===== src/hsw_pkg.sv =====
package hsw_pkg;

   // Field and register widths
   localparam int VAL_W     = 24;
   localparam int COEF_W    = 16;
   localparam int ROW_OUT_W = 4;
   localparam int CSR_IDX_W = 1;

   // Register indexes and reset values
   localparam logic [CSR_IDX_W-1:0] CSR_GRAVITY = 1'd0;
   localparam logic [CSR_IDX_W-1:0] CSR_DAMPING = 1'd1;
   localparam logic [COEF_W-1:0]    GRAVITY_RST = 16'd2248;
   localparam logic [COEF_W-1:0]    DAMPING_RST = 16'd65470;

   // Saturation limits of a displacement
   localparam logic [VAL_W-1:0] VAL_MAX_C = 24'h7fffff;
   localparam logic [VAL_W-1:0] VAL_MIN_C = 24'h800000;

   // How a row's new value is formed
   typedef enum logic [1:0] {
      KIND_LOAD,
      KIND_TOP,
      KIND_INNER,
      KIND_BOTTOM
   } kind_type;

   // Tick sequencer
   typedef enum logic [1:0] {
      ST_IDLE,
      ST_ISSUE,
      ST_DRAIN
   } state_type;

endpackage


===== src/hsw_update.sv =====
module hsw_update import hsw_pkg::*; #(
   parameter int W_WIDTH = 33
) (
   input  logic                      clock,
   input  logic                      en,
   input  logic                      push,
   input  kind_type                  kind,
   input  logic signed [W_WIDTH-1:0] w,
   input  logic signed [VAL_W-1:0]   u,
   input  logic signed [VAL_W-1:0]   p,
   input  logic signed [VAL_W-1:0]   drive,
   input  logic [COEF_W-1:0]         gravity,
   input  logic [COEF_W-1:0]         damping,
   output logic [VAL_W-1:0]          value
);

   localparam int AD = W_WIDTH + 18;
   localparam int SW = W_WIDTH + 1;

   logic signed [W_WIDTH+16:0] cw;
   logic signed [AD-1:0]       acc;
   logic signed [SW-1:0]       s_ff;
   kind_type                   kind_ff;
   logic signed [SW+16:0]      prod;
   logic signed [SW+16:0]      rnd;
   logic signed [SW:0]         q;
   logic [SW-23:0]             q_hi;
   logic [VAL_W-1:0]           inner_val;
   logic signed [VAL_W+1:0]    extra;
   logic [VAL_W-1:0]           bottom_val;
   logic [VAL_W-1:0]           n1_ff;
   logic [VAL_W-1:0]           n2_ff;

   // Stencil sum in Q.17 scale, rounded half up into the s stage
   assign cw  = $signed({1'b0, gravity}) * w;
   assign acc = {{(AD-W_WIDTH-17){cw[W_WIDTH+16]}}, cw}
              + {{(AD-42){u[VAL_W-1]}}, u, 18'd0}
              - {{(AD-41){p[VAL_W-1]}}, p, 17'd0}
              + AD'(65536);

   always_ff @(posedge clock) begin
      if (en) begin
         s_ff    <= acc[AD-1:17];
         kind_ff <= kind;
      end
   end

   // Damp, round half up, saturate
   assign prod = s_ff * $signed({1'b0, damping});
   assign rnd  = prod + (SW+17)'(32768);
   assign q    = rnd[SW+16:16];
   assign q_hi = q[SW:23];

   always_comb begin
      if ((&q_hi) || !(|q_hi)) begin
         inner_val = q[VAL_W-1:0];
      end else if (q[SW]) begin
         inner_val = VAL_MIN_C;
      end else begin
         inner_val = VAL_MAX_C;
      end
   end

   // Linear extrapolation of the bottom row from the two rows above
   assign extra = {n1_ff[VAL_W-1], n1_ff, 1'b0} - {{2{n2_ff[VAL_W-1]}}, n2_ff};

   always_comb begin
      if (extra[VAL_W+1:VAL_W-1] == 3'b000 || extra[VAL_W+1:VAL_W-1] == 3'b111) begin
         bottom_val = extra[VAL_W-1:0];
      end else if (extra[VAL_W+1]) begin
         bottom_val = VAL_MIN_C;
      end else begin
         bottom_val = VAL_MAX_C;
      end
   end

   // Select the row's value
   always_comb begin
      case (kind_ff)
         KIND_LOAD:   value = drive;
         KIND_TOP:    value = drive;
         KIND_INNER:  value = inner_val;
         KIND_BOTTOM: value = bottom_val;
         default:     value = drive;
      endcase
   end

   // Hold the last two emitted rows
   always_ff @(posedge clock) begin
      if (push) begin
         n1_ff <= value;
         n2_ff <= n1_ff;
      end
   end

endmodule


===== src/hanging_string_wave_step.sv =====
// Hanging string wave step: one column of an explicit finite-difference string.
// req_ carries one word per time tick: the driven top displacement and a start
// flag in tuser. A start tick loads both stored layers with the drive value;
// any other tick computes the new layer from the current and previous layers.
// rsp_ returns one word per row, row 0 first, tlast on the bottom row.
// The layers live in two RAMs with a read port and a separate write port, read in
// row order, one row a cycle while the output is not stalled, and rewritten as the
// results leave the arithmetic pipeline. Each row passes the RAM read, stage 2
// and stage 3 registers into the output register; rows then leave one a cycle
// while rsp_tready is high. A new tick is accepted only after the row sweep has
// issued every row and the pipeline has drained, so the next tick reads the
// rewritten layers.
// A stalled receiver freezes the whole row pipeline, RAM reads included; the
// final word is held in the output register while the next tick is accepted.
// Reset sets both coefficient registers to their defaults and marks every row
// invalid, so both layers read as zero until written.
// csr_ writes take effect at once and should only occur while the block is idle.
module hanging_string_wave_step import hsw_pkg::*; #(
   parameter int ROWS = 15
) (
   input  logic                 clock,
   input  logic                 reset,
   // configuration
   input  logic                 csr_wr_en,
   input  logic [CSR_IDX_W-1:0] csr_addr,
   input  logic [COEF_W-1:0]    csr_wdata,
   // tick input
   input  logic                 req_tvalid,
   output logic                 req_tready,
   input  logic [23:0]          req_tdata,   // [23:0] drive_value
   input  logic                 req_tuser,   // [0] start_tick
   // row results
   output logic                 rsp_tvalid,
   input  logic                 rsp_tready,
   output logic [31:0]          rsp_tdata,   // [3:0] node_row, [27:4] node_value, zero pad
   output logic                 rsp_tlast    // last_row
);

   localparam int AW = $clog2(ROWS);
   localparam int JW = $clog2(ROWS + 1);
   localparam int MW = $clog2(2 * ROWS);
   localparam int WW = MW + 28;

   // Coefficients
   logic [COEF_W-1:0] gravity_ff;
   logic [COEF_W-1:0] damping_ff;

   always_ff @(posedge clock) begin
      if (reset) begin
         gravity_ff <= GRAVITY_RST;
         damping_ff <= DAMPING_RST;
      end else if (csr_wr_en) begin
         case (csr_addr)
            CSR_GRAVITY: gravity_ff <= csr_wdata;
            CSR_DAMPING: damping_ff <= csr_wdata;
            default: ;
         endcase
      end
   end

   // Sequencer
   state_type               state_ff, state_in;
   logic [JW-1:0]           j_ff, j_in;
   logic                    issue;
   logic                    adv;
   logic                    req_fire;
   logic signed [VAL_W-1:0] drive_ff;
   logic                    start_ff;
   logic                    s1_vld_ff, s2_vld_ff, s3_vld_ff;
   logic                    rsp_vld_ff;

   assign adv      = !rsp_vld_ff || rsp_tready;
   assign req_fire = req_tvalid && req_tready;

   always_ff @(posedge clock) begin
      if (reset) begin
         state_ff <= ST_IDLE;
         j_ff     <= '0;
      end else begin
         state_ff <= state_in;
         j_ff     <= j_in;
      end
   end

   always_comb begin
      state_in   = state_ff;
      j_in       = j_ff;
      req_tready = 1'b0;
      issue      = 1'b0;
      case (state_ff)
         ST_IDLE: begin
            req_tready = 1'b1;
            if (req_tvalid) begin
               state_in = ST_ISSUE;
               j_in     = '0;
            end
         end
         ST_ISSUE: begin
            issue = 1'b1;
            if (adv) begin
               j_in = j_ff + 1'b1;
               if (j_ff == JW'(ROWS)) begin
                  state_in = ST_DRAIN;
               end
            end
         end
         ST_DRAIN: begin
            if (!s1_vld_ff && !s2_vld_ff && !s3_vld_ff) begin
               state_in = ST_IDLE;
            end
         end
         default: state_in = ST_IDLE;
      endcase
   end

   // Latch the tick
   always_ff @(posedge clock) begin
      if (req_fire) begin
         drive_ff <= req_tdata;
         start_ff <= req_tuser;
      end
   end

   // Layer RAMs with per-row valid bits
   logic signed [VAL_W-1:0] cur_mem [ROWS];
   logic signed [VAL_W-1:0] prv_mem [ROWS];
   logic [ROWS-1:0]         row_vld_ff;
   logic                    rd_en;
   logic [AW-1:0]           rd_addr;
   logic signed [VAL_W-1:0] cur_rd_ff, prv_rd_ff;
   logic                    rd_vld_ff;
   logic [JW-1:0]           s1_j_ff;
   logic                    push;
   logic [AW-1:0]           s3_row_ff;
   logic signed [VAL_W-1:0] s3_pw_ff;
   logic [VAL_W-1:0]        new_val;

   assign rd_en   = issue && adv && (j_ff != JW'(ROWS));
   assign rd_addr = j_ff[AW-1:0];
   assign push    = adv && s3_vld_ff;

   always_ff @(posedge clock) begin
      if (rd_en) begin
         cur_rd_ff <= cur_mem[rd_addr];
         prv_rd_ff <= prv_mem[rd_addr];
         rd_vld_ff <= row_vld_ff[rd_addr];
      end
   end

   always_ff @(posedge clock) begin
      if (push) begin
         cur_mem[s3_row_ff] <= new_val;
         prv_mem[s3_row_ff] <= s3_pw_ff;
      end
   end

   always_ff @(posedge clock) begin
      if (reset) begin
         row_vld_ff <= '0;
      end else if (push) begin
         row_vld_ff[s3_row_ff] <= 1'b1;
      end
   end

   // Pipeline valids and issue slot
   always_ff @(posedge clock) begin
      if (reset) begin
         s1_vld_ff  <= 1'b0;
         s2_vld_ff  <= 1'b0;
         s3_vld_ff  <= 1'b0;
         rsp_vld_ff <= 1'b0;
      end else if (adv) begin
         s1_vld_ff  <= issue;
         s2_vld_ff  <= s1_vld_ff && (s1_j_ff != '0);
         s3_vld_ff  <= s2_vld_ff;
         rsp_vld_ff <= s3_vld_ff;
      end
   end

   always_ff @(posedge clock) begin
      if (adv && issue) begin
         s1_j_ff <= j_ff;
      end
   end

   // Row window: u[j-2], u[j-1], p[j-1]
   logic signed [VAL_W-1:0] um2_ff, um1_ff, pm1_ff;
   logic signed [VAL_W-1:0] u_cur, p_cur;

   assign u_cur = rd_vld_ff ? cur_rd_ff : '0;
   assign p_cur = rd_vld_ff ? prv_rd_ff : '0;

   always_ff @(posedge clock) begin
      if (adv && s1_vld_ff) begin
         um2_ff <= um1_ff;
         um1_ff <= u_cur;
         pm1_ff <= p_cur;
      end
   end

   // Weighted curvature term for row j-1: 2m*(above+below-2u) + (above-below)
   logic signed [VAL_W+1:0] lap;
   logic signed [VAL_W:0]   diff;
   logic [MW-1:0]           twom;
   logic signed [MW+26:0]   grad;
   logic signed [WW-1:0]    w_s1;
   kind_type                kind_s1;

   assign lap  = {{2{um2_ff[VAL_W-1]}}, um2_ff} + {{2{u_cur[VAL_W-1]}}, u_cur}
               - {um1_ff[VAL_W-1], um1_ff, 1'b0};
   assign diff = {um2_ff[VAL_W-1], um2_ff} - {u_cur[VAL_W-1], u_cur};
   assign twom = MW'(2 * (ROWS - int'(s1_j_ff)));
   assign grad = $signed({1'b0, twom}) * lap;
   assign w_s1 = {grad[MW+26], grad} + {{(WW-VAL_W-1){diff[VAL_W]}}, diff};

   always_comb begin
      if (start_ff) begin
         kind_s1 = KIND_LOAD;
      end else if (s1_j_ff == JW'(1)) begin
         kind_s1 = KIND_TOP;
      end else if (s1_j_ff == JW'(ROWS)) begin
         kind_s1 = KIND_BOTTOM;
      end else begin
         kind_s1 = KIND_INNER;
      end
   end

   // Stage 2 registers
   logic signed [WW-1:0]    s2_w_ff;
   logic signed [VAL_W-1:0] s2_u_ff, s2_p_ff, s2_pw_ff;
   kind_type                s2_kind_ff;
   logic [AW-1:0]           s2_row_ff;

   always_ff @(posedge clock) begin
      if (adv) begin
         s2_w_ff    <= w_s1;
         s2_u_ff    <= um1_ff;
         s2_p_ff    <= pm1_ff;
         s2_pw_ff   <= start_ff ? drive_ff : um1_ff;
         s2_kind_ff <= kind_s1;
         s2_row_ff  <= AW'(s1_j_ff - 1'b1);
      end
   end

   // Stage 3: row tag and previous-layer write value
   always_ff @(posedge clock) begin
      if (adv) begin
         s3_row_ff <= s2_row_ff;
         s3_pw_ff  <= s2_pw_ff;
      end
   end

   hsw_update #(
      .W_WIDTH (WW)
   ) u_update (
      .clock   (clock),
      .en      (adv),
      .push    (push),
      .kind    (s2_kind_ff),
      .w       (s2_w_ff),
      .u       (s2_u_ff),
      .p       (s2_p_ff),
      .drive   (drive_ff),
      .gravity (gravity_ff),
      .damping (damping_ff),
      .value   (new_val)
   );

   // Output register
   logic [ROW_OUT_W-1:0] rsp_row_ff;
   logic [VAL_W-1:0]     rsp_val_ff;
   logic                 rsp_last_ff;

   always_ff @(posedge clock) begin
      if (push) begin
         rsp_row_ff  <= ROW_OUT_W'(s3_row_ff);
         rsp_val_ff  <= new_val;
         rsp_last_ff <= (s3_row_ff == AW'(ROWS - 1));
      end
   end

   assign rsp_tvalid = rsp_vld_ff;
   assign rsp_tdata  = {4'd0, rsp_val_ff, rsp_row_ff};
   assign rsp_tlast  = rsp_last_ff;

endmodule


===== config.mk =====
export PLATFORM = sky130hd
export DESIGN_NAME = hanging_string_wave_step
export DESIGN_NICKNAME = d
export VERILOG_FILES = /design/src/hsw_pkg.sv /design/src/hsw_update.sv /design/src/hanging_string_wave_step.sv
export SDC_FILE = /design/constraint.sdc
export NUM_CORES = 2
export LEC_CHECK = 0
export BUFFER_PORTS_ARGS = -buffer_cell sky130_fd_sc_hd__buf_2
export CAP_MARGIN = 15
export CORE_MARGIN = 2
export CORE_UTILIZATION = 50
export DETAILED_ROUTE_END_ITERATION = 10
export PLACE_DENSITY_LB_ADDON = 0.2
export SLEW_MARGIN = 10
export SYNTH_ARGS = -nofsm -noshare
export SYNTH_HDL_FRONTEND = slang
export SYNTH_SLANG_ARGS = --single-unit

===== constraint.sdc =====
create_clock -name clock -period 13.5 [get_ports clock]
set_input_delay 2.025 -clock clock [delete_from_list [all_inputs] [get_ports clock]]
set_output_delay 2.025 -clock clock [all_outputs]
set_load 0.01 [all_outputs]

Word level (Yosys, flattened, before mapping):

Memory sizes are Yosys's and may differ from the RTL's. A register that Yosys moved wholly into a read port is not among the register bits.
Index checks and enable logic that the tools add are counted.
Widths: inputs -> output; s select.

* register bits: 387
* memory bits (writable): 720
* input bits: 47
* memories kept: 2

Memory list
* cur_mem: words 15, width 24, read ports 1, clocked after Yosys merged registers in 1, wr ports 1, RTL line hanging_string_wave_step.sv:125 `logic signed [VAL_W-1:0] cur_mem [ROWS];`
* prv_mem: words 15, width 24, read ports 1, clocked after Yosys merged registers in 1, wr ports 1, RTL line hanging_string_wave_step.sv:126 `logic signed [VAL_W-1:0] prv_mem [ROWS];`

* $add $sub $neg: 12
* multiply operators: 3
* $lt $le $gt $ge: 3
* equality and inequality tests: 15
* mux-type cells: 25
* bitwise gates (word level): 2
* reduce and logical (&&, ||, !) cells: 30

Operators with widths (count)
* $mux 24: 6
* $add 51x17->51 const B: 2
* $pmux 24 s3: 1
* $add 50x42->51: 1
* $mul 34x17->51: 1
* $sub 51x51->51: 1
* $mul 17x33->50: 1
* $add 32x25->33: 1
* $mul 5x26->31: 1
* $sub 25x24->26: 1
* $sub 25x25->26: 1
* $add 24x24->25: 1
* $sub 24x24->25: 1
* $or 15x15->15: 1
* $eq 4x4->1 const B: 3
* $reduce_and 12->1: 1
* $reduce_or 12->1: 1
* $lt 4x5->1 const B: 2
* $logic_and 1x1->1: 9
* $mux 1: 8
* $mux 2: 4
* $mux 4: 2
* $ne 2x2->1 const B: 4
* $pmux 4 s2: 1
* 23 further kinds: 35

Logic depth before layout (Yosys ltp):

* depth after elaboration: 7
* depth in mapped cells: 42
* mapped depth without buffers: 40

Cells and area by module:

A second synthesis with hierarchy kept.

* cell total of the unflattened synthesis: 7815
* area, all modules: 91549.1 um^2

By module, submodules not included
* hanging_string_wave_step: instances 1, cells an instance 3052, area an instance 47991.0 um^2
* hsw_update: instances 1, cells an instance 4763, area an instance 43558.0 um^2

Worst setup path after synthesis:

No wires, ideal clock.

* path kind: in2reg
* from: input rsp_tready
* to: memory cur_mem[1][0] (enable)
* arrival: 10.852 ns
* setup slack: 2.133 ns
* stages on the path: 6
* path through: nor2b_1 inv_1 nand2_1 inv_1 nand3b_1 nor3_1

* word-level cells in the longest chain between the ends: 4

RTL lines
* start: declaration: RTL line hanging_string_wave_step.sv:34 `input logic rsp_tready,`
* $logic_or 1x1->1: RTL line hanging_string_wave_step.sv:72 `assign adv = !rsp_vld_ff || rsp_tready;`
* net adv: RTL line hanging_string_wave_step.sv:65 `logic adv;`
* $logic_and 1x1->1: RTL line hanging_string_wave_step.sv:140 `assign push = adv && s3_vld_ff;`
* net push: RTL line hanging_string_wave_step.sv:133 `logic push;`
* $mux 1: RTL line hanging_string_wave_step.sv:151 `if (push) begin`
* $mux 1 (implied by the code): RTL line hanging_string_wave_step.sv:152 `cur_mem[s3_row_ff] <= new_val;`
* end: declaration: RTL line hanging_string_wave_step.sv:125

The timed path passes the listed nets, and every way through them passes these cells.

Worst setup path in the final report:

* from: register rd_vld_ff
* to: register s2_w_ff[29], data pin

* word-level cells in the longest chain between the ends: 5
* elaborated cells between the ends (all ways): 6

RTL lines
* start: declaration: RTL line hanging_string_wave_step.sv:131 `logic rd_vld_ff;`
* start signal: assignment: RTL line hanging_string_wave_step.sv:146 `rd_vld_ff <= row_vld_ff[rd_addr];`
* $mux 24 (*): RTL line hanging_string_wave_step.sv:190 `assign u_cur = rd_vld_ff ? cur_rd_ff : '0;`
* $add 24x24->25: RTL line hanging_string_wave_step.sv:209 `assign lap = {{2{um2_ff[VAL_W-1]}}, um2_ff} + {{2{u_cur[VAL_W-1]}}, u_cur}`
* $sub 25x25->26: RTL line hanging_string_wave_step.sv:210 `- {um1_ff[VAL_W-1], um1_ff, 1'b0};`
* $mul 5x26->31: RTL line hanging_string_wave_step.sv:213 `assign grad = $signed({1'b0, twom}) * lap;`
* $add 32x25->33 (*): RTL line hanging_string_wave_step.sv:214 `assign w_s1 = {grad[MW+26], grad} + {{(WW-VAL_W-1){diff[VAL_W]}}, diff};`
* net w_s1[29]: RTL line hanging_string_wave_step.sv:206 `logic signed [WW-1:0] w_s1;`
* end signal: assignment: RTL line hanging_string_wave_step.sv:236 `s2_w_ff <= w_s1;`
* end: declaration: RTL line hanging_string_wave_step.sv:229 `logic signed [WW-1:0] s2_w_ff;`

The timed path passes the listed nets; every way through them passes the cells marked *.
A chain may end at the register's enable or synchronous reset.

==> results.py <==
metrics = {
    "run_status": {
        "status": "completed",
    },
    "clocking": {
        "htreeDepth": 3,
        "cts_sinks": 1155,
        "numCtsBuffers": 117,
        "post_cts_buffers": 0,
        "clkSlewWorstSetupHoldPaths_ns": 0.06,
        "cts_tree": "yes",
        "root_buffer": "clkbuf_16",
        "cts_resized": 0,
        "max-clock-path-buffers": 3,
        "worstSkewPairLatency_ns": 0.77,
        "cts_hold_buffers": 0,
    },
    "synth": {
        "yosys-top-cells-area": "edfxtp_1 (37%), fa_1 (27%), inv_1 (5.8%), ha_1 (5.7%), nand2_1 (3.6%)",
        "synth.top_cell.area_share_pct": 36.8,
        "synth_warnings": 0,
        "yosys.area.top_type": "edfxtp_1",
        "synthArstFlopShare_pct": 0,
        "synth_cell_types": 86,
        "synth_edf_count": 1098,
        "yosys_register_bits": 1155,
        "netlist_area_um2": 89500,
        "yosysSeqAreaShare_pct": 38.1,
        "avgSynthCellArea_um2": 11.8,
        "synthCells": 7578,
        "yosys_most_used_dff": "edfxtp_1",
    },
    "setup_path": {
        "r2r_end": "s2_w_ff[29]$_DFFE_PN_",
        "reg2reg_depth": 36,
        "critPathMaxStageDelay_ns": 0.68,
        "crit_type": "reg -> reg",
        "regToRegSetupSlack_ns": 3.43,
        "critical_path.top_delay_family": "compound AO/OA/AOI/OAI gates",
        "cp.arrival_ns": 10.54,
        "path_buf_inv": 3,
        "end_kind": "flip-flop",
        "startpoint_type": "flip-flop",
        "required_ns": 13.97,
        "crit_path_top_delay_cell": "edfxtp_1",
        "cp_max_fo": 29,
        "r2r-start": "rd_vld_ff$_DFFE_PP_",
    },
    "drt": {
        "avgRoutedWirePerCell_um": 23.2,
        "dr.pass1.iters": 5,
        "dr.first_iter.drc_count": 4290,
        "postRouteAntennaNets": 0,
        "routed_wirelength_um": 232000,
        "viasPerCell": 5.60,
        "drc_errors": 0,
        "num_vias": 55900,
    },
    "global_routing": {
        "grt_antenna_before_repair": 7,
        "grt_pass1_vias": 59200,
        "grt_pass1_wl_um": 359000,
        "globalRouteTotalUtil_pct": 26.2,
        "grt_max_degree": 103,
        "gr-total-overflow": 0,
    },
    "sta": {
        "slew_headroom_pct": 24.0,
        "final_max_slew_viol_count": 0,
        "tightest_slew_ns": 1.14,
        "period_minus_slack_ns": 10.07,
        "finalSetupViolCount": 0,
        "skew_ns": 0.0557,
        "min_period_over_period_pct": 74.6,
        "maxClockFrequency_mhz": 99.3,
        "hold_viol_final": 0,
        "final.setup.tns_ns": 0,
        "rsz0062_at_grt": "no",
    },
    "final_layout": {
        "stdcell_area_um2": 96400,
        "final_cells": 9992,
        "layout-drive-gt1-share_pct": 7.82,
        "syn2layout_area_growth_pct": 7.68,
        "final_core_util_pct": 54.1,
        "layout.nets": 9185,
    },
    "place": {
        "hpwlAfterDp_um": 165000,
        "gp_congestion": 0.927,
        "io_buffers": 77,
        "dpl_cell_area_um2": 92400,
        "place_inst": 9765,
    },
    "die": {
        "core_area_um2": 178000,
        "initial_core_util_pct": 50.2,
        "num_rows": 155,
        "die-area_um2": 182000,
        "die_h_um": 427,
        "io_pins": 82,
        "dieWidth_um": 427,
    },
    "hold_path": {
        "min_delay_path_depth": 0,
        "hold_end": "s3_pw_ff[17]$_DFFE_PN_",
        "hold_class": "reg -> reg",
        "worstHoldStart": "s2_pw_ff[17]$_DFFE_PN_",
    },
    "flow_run": {
        "drv_cap": 0,
    },
}
[stage by stage]
step                      worst slack (ns)  hold WS, ns
after global routing                  2.55        0.425
final                                 3.43        0.415
after CTS                             3.42        0.415
after global placement                3.52        0.402
after detailed placement              3.52        0.405
after floorplan                       2.13        0.400
[per-layer routing]
layer	track usage, %	vias to the layer above	routed length [um]
met3	3.35	377	13700
li1	-	24600	-
met1	35.1	29200	95600
met2	43.7	1791	113000
met4	10.2	4	10200
met5	0	-	34
[cells in the mapped netlist (all sizes together) (120+ instances only)]
cell type and count:
mux2i 131, nand2 863, o21ai 186, a21oi 182, and2 457, xnor2 120, nor2 243, ha 410
inv 1375, clkbuf 285, edfxtp 1098, fa 1194
[cell type report]
| type | instances | area [um2] |
|---|---|---|
| antenna | 3 | 7.51 |
| clock buffer | 139 | 3090 |
| clock inverter | 80 | 901 |
| fill | 15100 | 81800 |
| inverter | 1376 | 5170 |
| multi-input combinational | 4728 | 49100 |
| sequential | 1155 | 34100 |
| tap | 2355 | 2950 |
| timing repair buffer | 156 | 1020 |
[worst max-delay path by stage]
stage,cells past startpoint,slack [ns],to,startpoint
floorplan,6,2.13,cur_mem[1][0]$_DFFE_PP_,rsp_tready
global placement,36,3.52,s2_w_ff[29]$_DFFE_PN_,rd_vld_ff$_DFFE_PP_
detailed placement,36,3.52,s2_w_ff[29]$_DFFE_PN_,rd_vld_ff$_DFFE_PP_
CTS,36,3.42,s2_w_ff[29]$_DFFE_PN_,rd_vld_ff$_DFFE_PP_
global route,36,2.55,s2_w_ff[29]$_DFFE_PN_,rd_vld_ff$_DFFE_PP_
finish,36,3.43,s2_w_ff[29]$_DFFE_PN_,rd_vld_ff$_DFFE_PP_
[registers in the layout, summed over array words and instances (netlist names), 33 cells and up]
signal,cells
s2_w_ff,33
prv_mem,360
cur_mem,360
u_update.s_ff,34
[cell usage in the layout (no fill, tap or decap), drive strengths merged, types with 53 or more instances in the layout]
cell	Yosys	routed
a21o	55	55
a21oi	182	182
and2	457	457
buf	37	156
clkbuf	285	139
clkinv	1	53
dfxtp	57	57
edfxtp	1098	1098
fa	1194	1194
ha	410	410
inv	1375	1379
mux2	74	74
mux2i	131	131
mux4	99	99
nand2	863	863
nor2	243	243
o21ai	186	186
xnor2	120	120
xor2	62	62
[logic make-up (layout without fill, tap and decap cells)]
group / count (synthesis) / after routing / synth area share, %
AO/OA/AOI/OAI: 769 / 769 / 5.69
XOR/XNOR: 182 / 182 / 1.78
adder cells (fa/ha/maj): 1604 / 1604 / 32.4
buffers and inverters: 1698 / 1751 / 7.17
flip-flops: 1155 / 1155 / 38.1
multiplexers: 304 / 304 / 4.89
other: 1 / 7 / 0.00419
AND/OR/NAND/NOR: 1865 / 1865 / 9.95
Power is left out: the tool's default activity adds up to more than one toggle a clock period on the data nets, which glitch-free logic cannot reach.
